$ cat src/hw/rtl/region_rectangle_overlap_table_assert.svh
// ----------------------------------------------------------------------------
// Assertion macros for the region rectangle overlap table
// Clocked assertion wrappers that compile to nothing when SYNTH is defined.
// ----------------------------------------------------------------------------
`ifndef REGION_RECTANGLE_OVERLAP_TABLE_ASSERT_SVH
`define REGION_RECTANGLE_OVERLAP_TABLE_ASSERT_SVH
`ifndef SYNTH
// Property must hold at every rising clock edge outside reset.
`define RROT_ASSERT(lbl, clk, rst_n, prop) \
  lbl: assert property (@(posedge clk) disable iff (!rst_n) (prop)) \
    else $error("region table assertion failed");
// Condition must never be true at a rising clock edge outside reset.
`define RROT_ASSERT_NEVER(lbl, clk, rst_n, cond) \
  lbl: assert property (@(posedge clk) disable iff (!rst_n) !(cond)) \
    else $error("region table forbidden condition seen");
`else
`define RROT_ASSERT(lbl, clk, rst_n, prop)
`define RROT_ASSERT_NEVER(lbl, clk, rst_n, cond)
`endif
`endif

$ cat src/hw/rtl/rrot_pkg.sv
// ----------------------------------------------------------------------------
// Region rectangle overlap table package
// Table size, command codes, widths and bound types shared by the block.
// ----------------------------------------------------------------------------
package rrot_pkg;

  // Table size and result limit per command.
  localparam int DEPTH        = 16;
  localparam int RESULT_LIMIT = 16;

  localparam int IDXW = (DEPTH > 1) ? $clog2(DEPTH) : 1;
  localparam int CNTW = $clog2(DEPTH + 1);
  localparam int NW   = $clog2(RESULT_LIMIT + 1);

  localparam logic [CNTW-1:0] COUNT_FULL = CNTW'(DEPTH);
  localparam logic [NW-1:0]   LIMIT_N    = NW'(RESULT_LIMIT);

  // Command codes.
  localparam logic [2:0] CMD_CLEAR      = 3'd0;
  localparam logic [2:0] CMD_INSERT     = 3'd1;
  localparam logic [2:0] CMD_POINT      = 3'd2;
  localparam logic [2:0] CMD_ANY_WINDOW = 3'd3;
  localparam logic [2:0] CMD_ALL_REACH  = 3'd4;
  localparam logic [2:0] CMD_X_INTERVAL = 3'd5;

  // Span values of an empty table.
  localparam logic signed [15:0] SPAN_LOW_EMPTY  = 16'sh7FFF;
  localparam logic signed [15:0] SPAN_HIGH_EMPTY = 16'sh8000;
  localparam logic signed [15:0] COORD_MIN       = 16'sh8000;
  localparam logic signed [15:0] COORD_MAX       = 16'sh7FFF;

  // Inclusive rectangle bounds of one region.
  typedef struct packed {
    logic signed [15:0] max_y;
    logic signed [15:0] max_x;
    logic signed [15:0] min_y;
    logic signed [15:0] min_x;
  } bounds_t;

endpackage

$ cat src/hw/rtl/region_rectangle_overlap_table.sv
// ----------------------------------------------------------------------------
// Region rectangle overlap table
// Stores up to DEPTH rectangles and answers insert and overlap queries.
// ----------------------------------------------------------------------------
// One command is taken at a time. After the transfer that brings it in, the
// sequencer walks the stored regions in insertion order with a single shared
// compare unit, one region per cycle while the result output does not hold it,
// then finishes and returns to idle to take the next command; a first-match
// query stops at its hit and an insert at a duplicate id. Clear and undefined
// commands skip the walk. Commands 4 and 5 emit one result per match, up to
// RESULT_LIMIT, or a single miss result; a stalled result output holds the
// walk on the next match.
`include "region_rectangle_overlap_table_assert.svh"

module region_rectangle_overlap_table
  import rrot_pkg::*;
(
  input  logic         clk_i,
  input  logic         rst_ni,
  input  logic         s_axis_tvalid,
  output logic         s_axis_tready,
  // From bit 0: region_id[8], level[16], ax[16], ay[16], bx[16], by[16],
  // reach_north[8], reach_south[8], reach_east[8], reach_west[8].
  input  logic [119:0] s_axis_tdata,
  // From bit 0: cmd[3].
  input  logic [2:0]   s_axis_tuser,
  output logic         m_axis_tvalid,
  input  logic         m_axis_tready,
  // From bit 0: match_id[8], span_low[16], span_high[16].
  output logic [39:0]  m_axis_tdata,
  // From bit 0: hit[1].
  output logic         m_axis_tuser,
  // Marks the final result of a command.
  output logic         m_axis_tlast
);

  typedef enum logic [1:0] {
    ST_IDLE,
    ST_SCAN,
    ST_FINISH
  } state_e;

  // Input field slices.
  logic        [7:0]  in_rid;
  logic signed [15:0] in_level, in_ax, in_ay, in_bx, in_by;
  logic signed [7:0]  in_north, in_south, in_east, in_west;

  assign in_rid   = s_axis_tdata[7:0];
  assign in_level = s_axis_tdata[23:8];
  assign in_ax    = s_axis_tdata[39:24];
  assign in_ay    = s_axis_tdata[55:40];
  assign in_bx    = s_axis_tdata[71:56];
  assign in_by    = s_axis_tdata[87:72];
  assign in_north = s_axis_tdata[95:88];
  assign in_south = s_axis_tdata[103:96];
  assign in_east  = s_axis_tdata[111:104];
  assign in_west  = s_axis_tdata[119:112];

  // Sequencer and request registers.
  state_e                 state_q, state_d;
  logic [2:0]             cmd_q, cmd_d;
  logic [7:0]             rid_q, rid_d;
  logic signed [15:0]     lvl_q, lvl_d;
  logic signed [15:0]     x0_q, x0_d, y0_q, y0_d, x1_q, x1_d, y1_q, y1_d;
  logic [CNTW-1:0]        idx_q, idx_d;
  logic [NW-1:0]          n_q, n_d;
  logic                   pend_q, pend_d;
  logic [7:0]             pid_q, pid_d;
  logic                   dup_q, dup_d;
  logic [CNTW-1:0]        count_q, count_d;
  logic signed [15:0]     span_low_q, span_low_d, span_high_q, span_high_d;

  // Output register.
  logic                   out_valid_q, out_valid_d;
  logic                   out_hit_q, out_hit_d;
  logic [7:0]             out_id_q, out_id_d;
  logic                   out_last_q, out_last_d;
  logic signed [15:0]     out_low_q, out_low_d, out_high_q, out_high_d;

  // Region storage, written in insertion order.
  logic [7:0]             entry_id_q    [DEPTH];
  logic signed [15:0]     entry_level_q [DEPTH];
  bounds_t                entry_bounds_q[DEPTH];
  logic                   wr_en;

  // Shared compare unit over the entry under the walk pointer.
  logic [IDXW-1:0]        eidx;
  bounds_t                eb;
  logic                   lvl_ok, ov, cand_hit, id_eq, at_end, out_free;
  logic                   multi, use_level, ins_ok;

  // Terms watched by the checks.
  logic                   spans_empty, out_partial, out_miss;

  assign eidx      = idx_q[IDXW-1:0];
  assign eb        = entry_bounds_q[eidx];
  assign use_level = (cmd_q != CMD_X_INTERVAL);
  assign lvl_ok    = !use_level || (entry_level_q[eidx] == lvl_q);
  assign ov        = (eb.max_x >= x0_q) && (eb.min_x <= x1_q) &&
                     (eb.max_y >= y0_q) && (eb.min_y <= y1_q);
  assign cand_hit  = lvl_ok && ov;
  assign id_eq     = (entry_id_q[eidx] == rid_q);
  assign multi     = (cmd_q == CMD_ALL_REACH) || (cmd_q == CMD_X_INTERVAL);
  assign at_end    = (idx_q == count_q) || (multi && (n_q == LIMIT_N));
  assign out_free  = !out_valid_q || m_axis_tready;
  assign ins_ok    = !dup_q && (count_q != COUNT_FULL);

  assign s_axis_tready = (state_q == ST_IDLE);

  // Next-state logic of the sequencer.
  always_comb begin
    state_d     = state_q;
    cmd_d       = cmd_q;
    rid_d       = rid_q;
    lvl_d       = lvl_q;
    x0_d        = x0_q;
    y0_d        = y0_q;
    x1_d        = x1_q;
    y1_d        = y1_q;
    idx_d       = idx_q;
    n_d         = n_q;
    pend_d      = pend_q;
    pid_d       = pid_q;
    dup_d       = dup_q;
    count_d     = count_q;
    span_low_d  = span_low_q;
    span_high_d = span_high_q;
    out_valid_d = out_valid_q && !m_axis_tready;
    out_hit_d   = out_hit_q;
    out_id_d    = out_id_q;
    out_last_d  = out_last_q;
    out_low_d   = out_low_q;
    out_high_d  = out_high_q;
    wr_en       = 1'b0;

    unique case (state_q)
      ST_IDLE: begin
        if (s_axis_tvalid) begin
          cmd_d  = s_axis_tuser;
          rid_d  = in_rid;
          lvl_d  = in_level;
          idx_d  = '0;
          n_d    = '0;
          pend_d = 1'b0;
          dup_d  = 1'b0;
          // Window corners wrap modulo 2^16.
          unique case (s_axis_tuser)
            CMD_POINT: begin
              x0_d = in_ax;
              y0_d = in_ay;
              x1_d = in_ax;
              y1_d = in_ay;
            end
            CMD_ANY_WINDOW: begin
              x0_d = in_ax;
              y0_d = in_ay;
              x1_d = in_ax + in_bx - 16'sd1;
              y1_d = in_ay + in_by - 16'sd1;
            end
            CMD_ALL_REACH: begin
              x0_d = in_ax - {{8{in_west[7]}}, in_west};
              x1_d = in_ax + {{8{in_east[7]}}, in_east};
              y0_d = in_ay - {{8{in_north[7]}}, in_north};
              y1_d = in_ay + {{8{in_south[7]}}, in_south};
            end
            CMD_X_INTERVAL: begin
              x0_d = in_ax;
              x1_d = in_bx;
              y0_d = COORD_MIN;
              y1_d = COORD_MAX;
            end
            default: begin
              // Insert keeps the raw bounds here.
              x0_d = in_ax;
              y0_d = in_ay;
              x1_d = in_bx;
              y1_d = in_by;
            end
          endcase
          if (s_axis_tuser == CMD_INSERT || s_axis_tuser == CMD_POINT ||
              s_axis_tuser == CMD_ANY_WINDOW || s_axis_tuser == CMD_ALL_REACH ||
              s_axis_tuser == CMD_X_INTERVAL) begin
            state_d = ST_SCAN;
          end else begin
            state_d = ST_FINISH;
          end
        end
      end

      ST_SCAN: begin
        if (at_end) begin
          state_d = ST_FINISH;
        end else if (cmd_q == CMD_INSERT) begin
          // Duplicate id check.
          if (id_eq) begin
            dup_d   = 1'b1;
            state_d = ST_FINISH;
          end else begin
            idx_d = idx_q + 1'b1;
          end
        end else if (!multi) begin
          // First matching region ends the walk.
          if (cand_hit) begin
            pend_d  = 1'b1;
            pid_d   = entry_id_q[eidx];
            state_d = ST_FINISH;
          end else begin
            idx_d = idx_q + 1'b1;
          end
        end else if (cand_hit) begin
          // A held match goes out once the next one proves it is not last.
          if (!pend_q || out_free) begin
            if (pend_q) begin
              out_valid_d = 1'b1;
              out_hit_d   = 1'b1;
              out_id_d    = pid_q;
              out_last_d  = 1'b0;
              out_low_d   = span_low_q;
              out_high_d  = span_high_q;
            end
            pend_d = 1'b1;
            pid_d  = entry_id_q[eidx];
            n_d    = n_q + 1'b1;
            idx_d  = idx_q + 1'b1;
          end
        end else begin
          idx_d = idx_q + 1'b1;
        end
      end

      ST_FINISH: begin
        if (out_free) begin
          out_valid_d = 1'b1;
          out_last_d  = 1'b1;
          out_hit_d   = 1'b0;
          out_id_d    = 8'd0;
          unique case (cmd_q)
            CMD_CLEAR: begin
              count_d     = '0;
              span_low_d  = SPAN_LOW_EMPTY;
              span_high_d = SPAN_HIGH_EMPTY;
            end
            CMD_INSERT: begin
              if (ins_ok) begin
                wr_en     = 1'b1;
                count_d   = count_q + 1'b1;
                out_hit_d = 1'b1;
                out_id_d  = rid_q;
                if (x0_q < span_low_q) begin
                  span_low_d = x0_q;
                end
                if (x1_q > span_high_q) begin
                  span_high_d = x1_q;
                end
              end
            end
            CMD_POINT, CMD_ANY_WINDOW, CMD_ALL_REACH, CMD_X_INTERVAL: begin
              out_hit_d = pend_q;
              out_id_d  = pend_q ? pid_q : 8'd0;
            end
            default: begin
              out_hit_d = 1'b0;
            end
          endcase
          out_low_d  = span_low_d;
          out_high_d = span_high_d;
          state_d    = ST_IDLE;
        end
      end

      default: begin
        state_d = ST_IDLE;
      end
    endcase
  end

  // Sequencer state, spans and output register.
  always_ff @(posedge clk_i or negedge rst_ni) begin
    if (!rst_ni) begin
      state_q     <= ST_IDLE;
      count_q     <= '0;
      span_low_q  <= SPAN_LOW_EMPTY;
      span_high_q <= SPAN_HIGH_EMPTY;
      out_valid_q <= 1'b0;
      idx_q       <= '0;
      n_q         <= '0;
      pend_q      <= 1'b0;
      dup_q       <= 1'b0;
    end else begin
      state_q     <= state_d;
      count_q     <= count_d;
      span_low_q  <= span_low_d;
      span_high_q <= span_high_d;
      out_valid_q <= out_valid_d;
      idx_q       <= idx_d;
      n_q         <= n_d;
      pend_q      <= pend_d;
      dup_q       <= dup_d;
    end
  end

  // Request and result payload.
  always_ff @(posedge clk_i) begin
    cmd_q      <= cmd_d;
    rid_q      <= rid_d;
    lvl_q      <= lvl_d;
    x0_q       <= x0_d;
    y0_q       <= y0_d;
    x1_q       <= x1_d;
    y1_q       <= y1_d;
    pid_q      <= pid_d;
    out_hit_q  <= out_hit_d;
    out_id_q   <= out_id_d;
    out_last_q <= out_last_d;
    out_low_q  <= out_low_d;
    out_high_q <= out_high_d;
  end

  // Region storage write at the fill position.
  always_ff @(posedge clk_i) begin
    if (wr_en) begin
      entry_id_q[count_q[IDXW-1:0]]     <= rid_q;
      entry_level_q[count_q[IDXW-1:0]]  <= lvl_q;
      entry_bounds_q[count_q[IDXW-1:0]] <= '{max_y: y1_q, max_x: x1_q,
                                             min_y: y0_q, min_x: x0_q};
    end
  end

  assign m_axis_tvalid = out_valid_q;
  assign m_axis_tdata  = {out_high_q, out_low_q, out_id_q};
  assign m_axis_tuser  = out_hit_q;
  assign m_axis_tlast  = out_last_q;

  assign spans_empty = (span_low_q == SPAN_LOW_EMPTY) && (span_high_q == SPAN_HIGH_EMPTY);
  assign out_partial = m_axis_tvalid && !m_axis_tlast;
  assign out_miss    = m_axis_tvalid && !m_axis_tuser;

  // Checks on the sequencer and the stored state.
  `RROT_ASSERT_NEVER(a_count_range, clk_i, rst_ni, count_q > COUNT_FULL)
  `RROT_ASSERT_NEVER(a_match_limit, clk_i, rst_ni, n_q > LIMIT_N)
  `RROT_ASSERT(a_empty_spans, clk_i, rst_ni, (count_q == '0) |-> spans_empty)
  `RROT_ASSERT(a_partial_busy, clk_i, rst_ni, out_partial |-> (state_q != ST_IDLE))
  `RROT_ASSERT(a_miss_id_zero, clk_i, rst_ni, out_miss |-> (m_axis_tdata[7:0] == 8'd0))

endmodule

$ cat config.mk
export PLATFORM = sky130hd
export DESIGN_NAME = region_rectangle_overlap_table
export DESIGN_NICKNAME = d
export VERILOG_FILES = /design/src/hw/rtl/rrot_pkg.sv /design/src/hw/rtl/region_rectangle_overlap_table.sv
export VERILOG_INCLUDE_DIRS = /design/src /design/src/hw/rtl
export SDC_FILE = /design/constraint.sdc
export NUM_CORES = 2
export LEC_CHECK = 0
export BUFFER_PORTS_ARGS = -buffer_cell sky130_fd_sc_hd__buf_2
export CAP_MARGIN = 0
export CORE_UTILIZATION = 55
export DETAILED_ROUTE_END_ITERATION = 8
export HOLD_SLACK_MARGIN = 0.06
export PLACE_DENSITY = 0.72
export SYNTH_ARGS = -nofsm -noshare
export SYNTH_HDL_FRONTEND = slang
export SYNTH_SLANG_ARGS = --single-unit
export TNS_END_PERCENT = 30
$ cat constraint.sdc
create_clock -name clk_i -period 10.05 [get_ports clk_i]
set_clock_uncertainty 0.1 [all_clocks]
set_input_delay 2.01 -clock clk_i [delete_from_list [all_inputs] [get_ports clk_i]]
set_output_delay 2.01 -clock clk_i [all_outputs]
set_load 0.05 [all_outputs]
==> impl_metrics.csv <==
group,metric,value,unit
clock_network,holdBufCountCts,0,
critical_path,cp_common_cell,"buf_4",
sta,tns,0,ns
critical_path,ff2ff_setup_slack,3.42,ns
critical_path,start_kind,"flip-flop",
critical_path,reg2reg_to,"out_low_q[11]$_DFFE_PP_",
clock_network,root_buffer,"clkbuf_16",
sta,relSlewSlack,17.3,%
clock_network,htreeDepth,4,
floorplanning,die_area,127000,sq um
critical_path,reg2reg_from,"idx_q[0]$_DFFE_PN0P_",
global_route,grt_pass1_vias,37577,
synthesis,synth_area,69000,sq um
synthesis,synth_edf_count,1549,
floorplanning,die_y,356,microns
clock_network,clk_latency,0.79,ns
worst_hold_path,hold_depth,1,
floorplanning,die_x,356,microns
clock_network,cts_tree,"built",
detailed_routing,vias,37546,
sta,slew_violations,0,
place,dp_cells,5573,
flow_run,maxCapViolCount,0,
critical_path,crit_type,"flip-flop to flip-flop",
global_route,grt_max_degree,112,
clock_network,cts_buffer_depth,3,
cells_and_area,insertedDiodeCount,0,
place,io_buffer_count,170,
synthesis,synth-seq-area-share,69.3,%
run_status,status,"complete, but fails checks",
run_status,violations,"DRC",
sta,worst_pin_slew,1.24,ns
detailed_routing,firstDrtPassIters,7,
cells_and_area,utilization,62.2,%
sta,period_needed,6.63,ns
synthesis,synth.distinct_cells,79,
global_route,grt_overflow,0,
power_and_ir_drop,ir_drop,0.000252,V
floorplanning,initial_core_util,55.6,%
detailed_routing,drtIter0Drc,4510,
clock_network,clk_pin_slew,0.06,ns
synthesis,syn_inst,3833,
sta,period_share,66.0,%
detailed_routing,ant_nets,0,
floorplanning,num_rows,129,
critical_path,crit_required,10.36,ns
critical_path,worstPathCellList,"buf_4, buf_4, mux4_2, mux4_2, ha_1, nand4_1, or4_1, a21oi_1, nor4_1, mux2_2, nand4_1, o21bai_1, nor3_1, a21oi_1, nor2_4, buf_4",
critical_path,r2r_cells,16,
cells_and_area,layout.cells.non_filler,5854,
synthesis,synthesis.nets,4189,
critical_path,critPathSlowestCell,"dfrtp_4",
place,placed_area,72100,sq um
synthesis,synth-async-reset-ratio,3.25,%
synthesis,ys_top_cells_by_area,"edfxtp_1 (67%), mux4_2 (12%), ha_1 (4.0%)",
detailed_routing,routed_wl,168000,microns
cells_and_area,postLayoutCellArea,77200,sq um
synthesis,yosysTopAreaCell,"edfxtp_1",
clock_network,cts_made_buffers,157,
power_and_ir_drop,p_per_area,242,nW/um^2
cells_and_area,drive_gt1_share,22.0,%
synthesis,synth_warnings,0,
place,dpl.hpwl,95500,microns
critical_path,cp.arrival,6.95,ns
detailed_routing,routed_via_density,6.41,
detailed_routing,drc,8,
critical_path,path_max_fanout,42,
global_route,grtUsageTotal,27.0,%
synthesis,synth_seq_cells,1601,
critical_path,max_stage_delay,0.61,ns
clock_network,cts_resized,0,
sta,setup_viol,0,
cells_and_area,finalNetCount,4451,
global_route,antenna_found_initial,12,
power_and_ir_drop,p_leak,26.2,nW
worst_hold_path,min_to,"span_low_q[8]$_DFFE_PN1P_",
clock_network,post-cts-setup-buffers,0,
synthesis,postSynthAreaPerCell,18.0,sq um
worst_hold_path,worstHoldStart,"span_low_q[8]$_DFFE_PN1P_",
detailed_routing,routedWlPerCell,28.7,microns
sta,max_freq,151,MHz
floorplanning,ios,171,
worst_hold_path,hold_class,"flip-flop to flip-flop",
sta,rsz0062_at_grt,"no",
clock_network,cts_sinks,1601,
sta,whs,0.424,ns
sta,finalHoldViolCount,0,
global_route,grt_pass1_wl,248000,microns
place,gp_congestion,0.869,
floorplanning,core_area,124000,sq um
critical_path,endpoint_kind,"flip-flop",
synthesis,synth-main-ff-cell,"edfxtp_1",
cells_and_area,synthToLayoutAreaGrowth,11.8,%
synthesis,synth_top_area_share,67.4,%
## placed cells by master, fill, tap and decap left out, drive strengths merged, types with 43 or more instances in the layout
master / n
a21o: 49
a21oi: 140
buf: 255
clkbuf: 195
clkinv: 60
edfxtp: 1549
ha: 223
inv: 275
mux2i: 85
mux4: 392
nand2: 126
nor2: 106
nor3: 45
o21ai: 88
xnor2: 62
xor2: 43
## report_power, final
group / switching (mW) / internal (mW) / leakage (nW) / total, mW
clock: 2.49 / 3.29 / 2.44 / 5.78
sequential: 0.454 / 7.94 / 14.6 / 8.39
combinational: 2.48 / 2.00 / 9.14 / 4.48
## sequential cells by signal, summed over array words and instances, names as in the netlist, 5 cells and up
signal and flops:
span_low_q 16, rid_q 8, entry_id_q 128, x0_q 16
lvl_q 16, pid_q 8, entry_level_q 256, out_low_q 16
entry_bounds_q 1024, span_high_q 16, n_q 5, idx_q 5
y0_q 16, x1_q 16, count_q 5, out_id_q 8
y1_q 16, out_high_q 16
## how the worst max path moves through the flow
stage	from	end	slack, ns	depth (start not counted)
3_3_place_gp	idx_q[0]$_DFFE_PN0P_	out_high_q[13]$_DFFE_PP_	3.46	16
4_1_cts	idx_q[0]$_DFFE_PN0P_	out_low_q[11]$_DFFE_PP_	3.37	16
6_report	idx_q[0]$_DFFE_PN0P_	out_low_q[11]$_DFFE_PP_	3.42	16
3_5_place_dp	idx_q[0]$_DFFE_PN0P_	out_high_q[13]$_DFFE_PP_	3.40	16
2_1_floorplan	m_axis_tready	entry_bounds_q[1][0]$_DFFE_PP_	0.77	5
5_1_grt	idx_q[0]$_DFFE_PN0P_	out_low_q[11]$_DFFE_PP_	3.09	16
## cell usage after synthesis (all sizes together), types with 6 or more instances
cell / number
or2: 7
nand2: 126
edfxtp: 1549
o31ai: 8
buf: 52
nor2b: 21
o211ai: 22
a22oi: 35
nand3: 40
fa: 6
xnor2: 62
a22o: 40
a211o: 6
a311oi: 9
o22ai: 25
a21oi: 140
a21o: 49
nand4: 18
or3: 9
nand2b: 15
inv: 268
o21bai: 10
o21a: 9
nor2: 106
nor3: 45
o221ai: 13
o21ai: 88
a31oi: 9
a211oi: 13
xor2: 43
mux2: 9
dfstp: 16
and3: 9
mux2i: 85
and2: 12
ha: 223
a2111oi: 6
a31o: 7
mux4: 392
dfrtp: 36
o22a: 26
clkbuf: 100
## kinds of logic (layout without fill, tap and decap cells)
group	count (synthesis)	count (layout)	synth area share [%]
adders and majority gates	229	229	4.22
buffers and inverters	421	805	2.43
AOI/OAI and AO/OA	552	552	5.42
xor gates and xnor gates	105	105	1.33
and+or+nand+nor	439	439	3.06
muxes	486	486	14.2
DFF	1601	1601	69.3
## layout make-up
type,instances,area (sq um)
Timing Repair Buffer,255,1590
Sequential cell,1601,47900
Inverter,269,1010
Clock buffer,195,4170
Clock inverter,86,865
Fill cell,8450,47000
Multi-Input combinational cell,1811,19600
Tap cell,1637,2050
## critical path: cells and delay by family (launching register included)
kind            cells  cell delay (ns)
compound gates      3             0.65
fa+ha+maj           1             0.31
buf+inv             3             1.65
flops               1             0.61
mux                 3             1.33
simple gates        6             1.49
## stage by stage
stage	total power, mW	worst slack [ns]
after detailed placement	13.0	3.40
after global placement	12.9	3.46
after CTS	18.7	3.37
final	18.6	3.42
after floorplan	11.7	0.772
after global routing	19.4	3.09
## per-layer routing
layer / part of all wire, % / track usage, % / vias up
met5: 0.077 / 0 / -
met4: 2.8 / 8.25 / 20
met3: 10 / 6.00 / 295
met2: 46 / 41.5 / 1815
met1: 41 / 39.1 / 19453
li1: - / - / 15963
Power figures use the tool's default switching activity.
